## config.mk

```make
export PLATFORM = sky130hd
export DESIGN_NAME = log_stream_ethernet_framer
export DESIGN_NICKNAME = d
export VERILOG_FILES = /design/src/hdl/lsef_pkg.sv /design/src/hdl/log_stream_ethernet_framer.sv
export SDC_FILE = /design/constraint.sdc
export NUM_CORES = 1
export LEC_CHECK = 0
export ABC_AREA = 0
export BUFFER_PORTS_ARGS = -buffer_cell sky130_fd_sc_hd__buf_2
export CORE_MARGIN = 5
export CORE_UTILIZATION = 55
export CTS_BUF_LIST = sky130_fd_sc_hd__clkbuf_4
export CTS_CLUSTER_SIZE = 20
export DETAILED_ROUTE_END_ITERATION = 8
export PLACE_DENSITY = 0.75
export SYNTH_ARGS = -nofsm -noshare
export SYNTH_HDL_FRONTEND = slang
export SYNTH_SLANG_ARGS = --single-unit
```

## constraint.sdc

```tcl
create_clock -name clk_i -period 3 [get_ports clk_i]
set_input_delay 0.15 -clock clk_i [delete_from_list [all_inputs] [get_ports clk_i]]
set_output_delay 0.15 -clock clk_i [all_outputs]
set_load 0.05 [all_outputs]
```

## src/hdl/lsef_pkg.sv

```systemverilog
// Shared types, constants and header byte selection for the log stream Ethernet framer.
`timescale 1ns / 1ps

package lsef_pkg;

  // Frame size bound and header layout
  localparam int unsigned MaxTxBytes  = 1400;
  localparam int unsigned HdrBytes    = 18;
  localparam int unsigned LimitCap    = MaxTxBytes - HdrBytes;

  localparam int unsigned ByteW       = 8;
  localparam int unsigned MacW        = 48;
  localparam int unsigned EtherTypeW  = 16;
  localparam int unsigned CountW      = 11;
  localparam int unsigned HdrIdxW     = $clog2(HdrBytes + 1);
  localparam int unsigned CfgIdxW     = 3;
  localparam int unsigned CfgDataW    = MacW;

  // Reset values of the configuration registers
  localparam logic [MacW-1:0]       SrcMacReset    = 48'h025A6D627369;
  localparam logic [EtherTypeW-1:0] EtherTypeReset = 16'h88B5;
  localparam logic [CountW-1:0]     MaxPayloadReset = CountW'(1382);

  // Fixed header bytes after the ethertype
  localparam logic [ByteW-1:0] MagicHi  = 8'h5A;
  localparam logic [ByteW-1:0] MagicLo  = 8'h62;
  localparam logic [ByteW-1:0] Version  = 8'h01;

  // Header byte positions
  localparam logic [HdrIdxW-1:0] IdxSrcMac    = HdrIdxW'(6);
  localparam logic [HdrIdxW-1:0] IdxEtherHi   = HdrIdxW'(12);
  localparam logic [HdrIdxW-1:0] IdxEtherLo   = HdrIdxW'(13);
  localparam logic [HdrIdxW-1:0] IdxMagicHi   = HdrIdxW'(14);
  localparam logic [HdrIdxW-1:0] IdxMagicLo   = HdrIdxW'(15);
  localparam logic [HdrIdxW-1:0] IdxVersion   = HdrIdxW'(16);
  localparam logic [HdrIdxW-1:0] IdxType      = HdrIdxW'(17);
  localparam logic [HdrIdxW-1:0] IdxHdrEnd    = HdrIdxW'(HdrBytes);

  // Configuration register indexes
  typedef enum logic [CfgIdxW-1:0] {
    CfgEnable     = 3'd0,
    CfgDstMac     = 3'd1,
    CfgSrcMac     = 3'd2,
    CfgEtherType  = 3'd3,
    CfgMaxPayload = 3'd4
  } cfg_idx_e;

  // Pick byte i of a MAC, first transmitted byte at bits 47..40
  function automatic logic [ByteW-1:0] mac_byte(input logic [MacW-1:0] mac,
                                                input logic [2:0] idx);
    logic [MacW-1:0] shifted;
    shifted = mac << (ByteW * idx);
    return shifted[MacW-1 -: ByteW];
  endfunction

  // Select one header byte by position
  function automatic logic [ByteW-1:0] hdr_byte(input logic [HdrIdxW-1:0] idx,
                                                input logic [MacW-1:0] dst,
                                                input logic [MacW-1:0] src,
                                                input logic [EtherTypeW-1:0] etype,
                                                input logic [ByteW-1:0] mtype);
    logic [ByteW-1:0] b;
    logic [HdrIdxW-1:0] src_off;
    src_off = idx - IdxSrcMac;
    b = '0;
    if (idx < IdxSrcMac) begin
      b = mac_byte(dst, idx[2:0]);
    end else if (idx < IdxEtherHi) begin
      b = mac_byte(src, src_off[2:0]);
    end else begin
      case (idx)
        IdxEtherHi: b = etype[EtherTypeW-1 -: ByteW];
        IdxEtherLo: b = etype[ByteW-1:0];
        IdxMagicHi: b = MagicHi;
        IdxMagicLo: b = MagicLo;
        IdxVersion: b = Version;
        IdxType:    b = mtype;
        default:    b = '0;
      endcase
    end
    return b;
  endfunction

endpackage

```

## src/hdl/log_stream_ethernet_framer.sv

```systemverilog
// Top level of the log stream Ethernet framer: item register, header sequencing, output register.
`timescale 1ns / 1ps

// Channel  | Direction | Handshake              | Payload
// ---------+-----------+------------------------+------------------------------------------
// in       | input     | in_valid_i / in_stall_o | payload_byte_i, msg_type_i, end_of_message_i
// out      | output    | out_valid_o / out_stall_i | frame_byte_o, end_of_frame_o, last_of_run_o
// cfg      | input     | cfg_valid_i / cfg_ready_o | cfg_index_i, cfg_data_i
//
// A byte that continues an open frame is sent with no header before it; a byte that opens a frame
// follows the header, the header counter stepping one header byte per cycle unless stalled.
// The held byte and the output register are separate, so the next byte is taken
// in the cycle its predecessor leaves the held register.
// Reset clears control state and loads the configuration reset values.
// A stall on the output holds the output register and, through it, the input.
module log_stream_ethernet_framer
  import lsef_pkg::*;
(
  input  logic                clk_i,
  input  logic                rst_ni,

  input  logic                in_valid_i,
  output logic                in_stall_o,
  input  logic [ByteW-1:0]    payload_byte_i,
  input  logic [ByteW-1:0]    msg_type_i,
  input  logic                end_of_message_i,

  output logic                out_valid_o,
  input  logic                out_stall_i,
  output logic [ByteW-1:0]    frame_byte_o,
  output logic                end_of_frame_o,
  output logic                last_of_run_o,

  input  logic                cfg_valid_i,
  output logic                cfg_ready_o,
  input  logic [CfgIdxW-1:0]  cfg_index_i,
  input  logic [CfgDataW-1:0] cfg_data_i
);

  // Configuration registers
  logic                  enable_q;
  logic [MacW-1:0]       dst_mac_q;
  logic [MacW-1:0]       src_mac_q;
  logic [EtherTypeW-1:0] ether_type_q;
  logic [CountW-1:0]     max_payload_q;

  // Frame state
  logic                  in_frame_q, in_frame_d;
  logic [CountW-1:0]     payload_count_q, payload_count_d;
  logic [HdrIdxW-1:0]    hdr_idx_q, hdr_idx_d;

  // Held input item
  logic                  item_valid_q, item_valid_d;
  logic [ByteW-1:0]      item_byte_q;
  logic [ByteW-1:0]      item_type_q;
  logic                  item_eom_q;

  // Output register
  logic                  out_valid_q, out_valid_d;
  logic [ByteW-1:0]      out_byte_q;
  logic                  out_eof_q;
  logic                  out_last_q;

  logic                  out_free;
  logic                  advance;
  logic                  is_hdr;
  logic                  item_done;
  logic                  in_accept;
  logic                  item_load;
  logic [CountW-1:0]     limit;
  logic [CountW-1:0]     count_next;
  logic                  frame_ends;
  logic [ByteW-1:0]      emit_byte;

  // Take configuration writes at any time
  assign cfg_ready_o = 1'b1;

  always_ff @(posedge clk_i or negedge rst_ni) begin
    if (!rst_ni) begin
      enable_q      <= 1'b0;
      dst_mac_q     <= '0;
      src_mac_q     <= SrcMacReset;
      ether_type_q  <= EtherTypeReset;
      max_payload_q <= MaxPayloadReset;
    end else if (cfg_valid_i && cfg_ready_o) begin
      case (cfg_index_i)
        CfgEnable:     enable_q      <= cfg_data_i[0];
        CfgDstMac:     dst_mac_q     <= cfg_data_i[MacW-1:0];
        CfgSrcMac:     src_mac_q     <= cfg_data_i[MacW-1:0];
        CfgEtherType:  ether_type_q  <= cfg_data_i[EtherTypeW-1:0];
        CfgMaxPayload: max_payload_q <= cfg_data_i[CountW-1:0];
        default: ;
      endcase
    end
  end

  // Clamp the payload limit to at least one and to what fits in the largest frame
  always_comb begin
    limit = max_payload_q;
    if (max_payload_q == '0) begin
      limit = CountW'(1);
    end else if (max_payload_q > CountW'(LimitCap)) begin
      limit = CountW'(LimitCap);
    end
  end

  // Step through header bytes, then send the payload byte
  assign out_free   = !out_valid_q || !out_stall_i;
  assign advance    = item_valid_q && out_free;
  assign is_hdr     = !in_frame_q && (hdr_idx_q != IdxHdrEnd);
  assign item_done  = advance && !is_hdr;
  assign count_next = payload_count_q + CountW'(1);
  assign frame_ends = item_eom_q || (count_next >= limit);
  assign emit_byte  = is_hdr ? hdr_byte(hdr_idx_q, dst_mac_q, src_mac_q, ether_type_q,
                                        item_type_q)
                             : item_byte_q;

  // Accept while the held item is empty or leaves this cycle; drop when disabled
  assign in_stall_o = item_valid_q && !item_done;
  assign in_accept  = in_valid_i && !in_stall_o;
  assign item_load  = in_accept && enable_q;

  always_comb begin
    in_frame_d      = in_frame_q;
    payload_count_d = payload_count_q;
    hdr_idx_d       = hdr_idx_q;
    if (advance) begin
      if (is_hdr) begin
        hdr_idx_d = hdr_idx_q + HdrIdxW'(1);
      end else begin
        hdr_idx_d       = '0;
        in_frame_d      = !frame_ends;
        payload_count_d = frame_ends ? '0 : count_next;
      end
    end
  end

  always_comb begin
    if (item_load) begin
      item_valid_d = 1'b1;
    end else if (item_done) begin
      item_valid_d = 1'b0;
    end else begin
      item_valid_d = item_valid_q;
    end
  end

  assign out_valid_d = out_free ? advance : out_valid_q;

  always_ff @(posedge clk_i or negedge rst_ni) begin
    if (!rst_ni) begin
      in_frame_q      <= 1'b0;
      payload_count_q <= '0;
      hdr_idx_q       <= '0;
      item_valid_q    <= 1'b0;
      out_valid_q     <= 1'b0;
    end else begin
      in_frame_q      <= in_frame_d;
      payload_count_q <= payload_count_d;
      hdr_idx_q       <= hdr_idx_d;
      item_valid_q    <= item_valid_d;
      out_valid_q     <= out_valid_d;
    end
  end

  // Hold the item payload
  always_ff @(posedge clk_i) begin
    if (item_load) begin
      item_byte_q <= payload_byte_i;
      item_type_q <= msg_type_i;
      item_eom_q  <= end_of_message_i;
    end
  end

  // Load the output register
  always_ff @(posedge clk_i) begin
    if (advance) begin
      out_byte_q <= emit_byte;
      out_eof_q  <= !is_hdr && frame_ends;
      out_last_q <= !is_hdr;
    end
  end

  assign out_valid_o    = out_valid_q;
  assign frame_byte_o   = out_byte_q;
  assign end_of_frame_o = out_eof_q;
  assign last_of_run_o  = out_last_q;

  // Header counter never runs past the header
  assert property (@(posedge clk_i) disable iff (!rst_ni) hdr_idx_q <= IdxHdrEnd)
    else $error("header counter out of range");

  // An open frame has no header in progress
  assert property (@(posedge clk_i) disable iff (!rst_ni) in_frame_q |-> hdr_idx_q == '0)
    else $error("header counter active inside an open frame");

  // An open frame has carried at least one payload byte
  assert property (@(posedge clk_i) disable iff (!rst_ni)
                   in_frame_q |-> payload_count_q != '0)
    else $error("open frame with zero payload count");

  // A header byte never closes a frame
  assert property (@(posedge clk_i) disable iff (!rst_ni)
                   (out_valid_o && !last_of_run_o) |-> !end_of_frame_o)
    else $error("frame closed on a header byte");

endmodule

```

==> flow_summary.rst <==
.. list-table::
   :header-rows: 1

   * - Metric
     - Value
   * - Nets
     - 882
   * - Wirelength, routed
     - 20,220 µm
   * - Finished layout cell area
     - 9747 µm²
   * - Remaining DRCs
     - 0
   * - Buf/Inv on CP
     - 1
   * - Effective utilization at floorplan
     - 0.5586
   * - Post-synthesis to final-layout area growth
     - 20.51%
   * - Shortest period the worst path allows
     - 2.806 ns
   * - Relative slew margins
     - 0.4006
   * - H-tree level count
     - 4
   * - F_max
     - 356.4 MHz
   * - Critical Path, Cell by Cell
     - ha_1 -> nand3_1 -> nor2_1 -> nand3_1 -> xnor2_2 -> ha_1 -> a211oi_1 -> nor2_1 -> nor3_1 -> o21ai_1 -> buf_4 -> o21ai_0 -> a22o_1
   * - CP max-delay cell
     - dfrtp_1
   * - Final clock skew
     - 0.02044 ns
   * - Worst endpoint data arrival time
     - 3.32 ns
   * - ANT nets after route
     - 0
   * - Reported max-cap violation count
     - 0
   * - Clock-pin transition on the worst setup and hold timing paths
     - 0.14 ns
   * - Worst flop-to-flop path endpoint
     - payload_count_q[2]
   * - Worst skew pair latency
     - 0.57 ns
   * - Chip width
     - 131.3 µm
   * - Crit path launch type
     - flip-flop
   * - Yosys warnings
     - 0
   * - Critical Path RT
     - 3.51 ns
   * - Number of enable-type register cells in the synthesized netlist
     - 27
   * - Quantity of I/O buffers inserted on ports
     - 84
   * - Commonest non-fill, non-tap cells in the layout
     - mux2_2, dfrtp_1, buf_2
   * - Leading cell type in the layout, fill and taps excluded
     - mux2_2
   * - Floorplan row count
     - 44
   * - Synth unique cells
     - 58
   * - Initial antenna violation count
     - 1
   * - Final Setup Violations
     - 0
   * - Least-Margin Pin Slew
     - 0.8966 ns
   * - Area of the core
     - 14,480 µm²
   * - Power Density
     - 784.7 nW/µm²
   * - Number of ports placed on the die boundary
     - 86
   * - Timing endpoint of the critical path
     - payload_count_q[2]
   * - Gr ovfl total
     - 0
   * - Number of gates on the worst path with buffers counted
     - 13
   * - Startpoint of the most critical setup path
     - payload_count_q[0]
   * - Weighted congestion at the end of routability-driven global placement
     - 0.9556
   * - Post-Synthesis Cells
     - 630
   * - Ratio of cells with drive above 1 in the final layout
     - 0.4035
   * - TritonCTS clock tree
     - yes
   * - Beginning of the worst register-to-register path
     - payload_count_q[0]
   * - Mapped Area
     - 8088 µm²
   * - Static leakage
     - 4.105 nW
   * - Worst VDD drop
     - 0.0005421 V
   * - Root buf cell
     - clkbuf_4
   * - Largest net degree at the start of global routing
     - 83
   * - Global-route wire length before repair
     - 32,460 µm
   * - Min Hold Slack
     - 0.09244 ns
   * - Avg Synthesized Cell Area
     - 12.84 µm²
   * - Total nets after synthesis
     - 722
   * - Post-Place Cell Area
     - 8737 µm²
   * - Via count of the routed design
     - 5,804
   * - Origin of the worst min-delay path
     - cfg_index_i[2]
   * - CP Class
     - reg -> reg
   * - HP Class
     - in -> reg
   * - Area of the die
     - 17,230 µm²
   * - Synth async-reset ratio
     - 0.8412
   * - Maximum cell stage delay along the critical path
     - 0.45 ns
   * - Number of sinks on the clock net
     - 170
   * - TritonCTS buffer count
     - 17
   * - Vert. Die Dim
     - 131.3 µm
   * - Share of synthesized area occupied by flip-flops and latches
     - 0.5481
   * - Most frequently used flop master after synthesis
     - dfrtp_1
   * - Via/cell ratio
     - 5.874
   * - Type of destination of the critical path
     - flip-flop
   * - Final cycle utilization of the critical path
     - 0.9352
   * - Number of global-route vias before repair
     - 5,987
   * - Maximum fanout count along the critical path
     - 12
   * - CTS max path bufs
     - 2
   * - Routed WL per cell
     - 20.47 µm
   * - Largest delay share family, worst path
     - simple AND/OR/NAND/NOR gates
   * - HPWL Detailed
     - 13,970 µm
   * - Setup_tns
     - 0 ns
   * - Drt first pass iters
     - 5
   * - Drt initial violations
     - 504
   * - Final count of hold timing violations
     - 0
   * - Number of synthesized register bits
     - 170
   * - Filler Cells Inserted
     - 1,051
   * - R2R depth
     - 13
   * - Max-slew violation total from the final report
     - 0
   * - All-Layer GR Usage
     - 0.2373
   * - Run status
     - completed
   * - Internal reg-to-reg setup slack
     - 0.19 ns
-- worst min-delay path by stage --
stage	cells past startpoint	end	slack, ns
CTS	6	max_payload_q[10]	0.04
floorplan	0	dst_mac_q[0]	-0.15
global placement	1	dst_mac_q[36]	0.23
detailed placement	1	src_mac_q[20]	0.25
global route	6	max_payload_q[10]	0.07
finish	6	max_payload_q[10]	0.09
-- metrics by stage --
step	utilization	power (mW)	setup WS, ns	std cells
4_1_cts	0.6710	7.616	0.1171	986
3_3_place_gp	0.6034	6.083	0.2926	885
6_report	0.6732	7.648	0.1944	988
3_5_place_dp	0.6034	6.192	0.1311	885
5_1_grt	0.6732	8.060	-0.002247	988
2_1_floorplan	-	5.337	0.2677	630
-- what timing repair did --
item / 4_1_cts / 5_1_grt
endpoints found under the hold margin: 211 / 0
setup endpoints to repair: 0 / 4
resized for setup: 0 / 4
buffers inserted: 0 / 1
hold buffers: 69 / 0
-- synth_stat cells, drive strengths merged, types with 6 or more instances --
cell type,number,area share
edfxtp,27,0.10
mux2,134,0.19
buf,26,0.019
dfstp,35,0.11
mux2i,24,0.030
xnor2,6,0.0065
ha,19,0.029
a21oi,20,0.012
o21ai,34,0.021
nor2,27,0.013
inv,8,0.0043
nand2,56,0.026
a221oi,6,0.0065
dfrtp,108,0.33
nand3,11,0.0068
o22ai,7,0.0054
-- power by group --
group | total (mW) | switching, mW | internal, mW
registers | 3.34 | 0.371 | 2.97
logic | 2.95 | 1.67 | 1.28
clock network | 1.35 | 0.841 | 0.510
total | 7.65 | 2.88 | 4.77
-- state kept, by name, summed over array words and instances, names as in the netlist --
name             count
dst_mac_q           48
enable_q             1
end_of_frame_o       1
ether_type_q        16
frame_byte_o         8
hdr_idx_q            5
in_frame_q           1
item_byte_q          8
item_eom_q           1
item_type_q          8
item_valid_q         1
last_of_run_o        1
max_payload_q       11
out_valid_o          1
payload_count_q     11
src_mac_q           48
-- worst register-to-register path: stages (launching register included) --
cell and delay [ns]:
dfrtp_1 0.45, ha_1 0.26, nand3_1 0.20, nor2_1 0.21
nand3_1 0.14, xnor2_2 0.18, ha_1 0.32, a211oi_1 0.21
nor2_1 0.07, nor3_1 0.12, o21ai_1 0.09, buf_4 0.18
o21ai_0 0.16, a22o_1 0.16
-- per-layer routing --
layer,track usage,share of wire,wire length (µm),up-vias
met5,0,0,0,-
met4,0.08343,0.027,546,0
met3,0.05275,0.057,1153,46
met2,0.3722,0.48,9748,195
met1,0.3289,0.43,8772,2920
li1,-,-,-,2643
-- cell families (layout without fill, tap and decap cells) --
group,count (synthesis),count (layout),synth area share
fa+ha+maj,20,20,0.03063
compound gates,100,100,0.08230
mux,163,163,0.2302
other cells,1,2,0.0004637
buf+inv,40,213,0.02661
xor+xnor,9,9,0.009747
simple gates,127,127,0.07194
flops,170,170,0.5481
-- layout make-up --
cell class / count / area [µm²] / area share
flip-flops and latches: 170 / 4433 / 0.4548
well taps: 184 / 230.2 / 0.02362
inverters: 9 / 38.79 / 0.003979
diodes: 1 / 2.502 / 0.0002567
clock inverters: 15 / 160.2 / 0.01643
multi-input cells: 420 / 3470 / 0.3560
clock buffers: 17 / 127.6 / 0.01309
repair buffers: 172 / 1285 / 0.1318
Note: power is estimated with default switching activity, not from simulation.
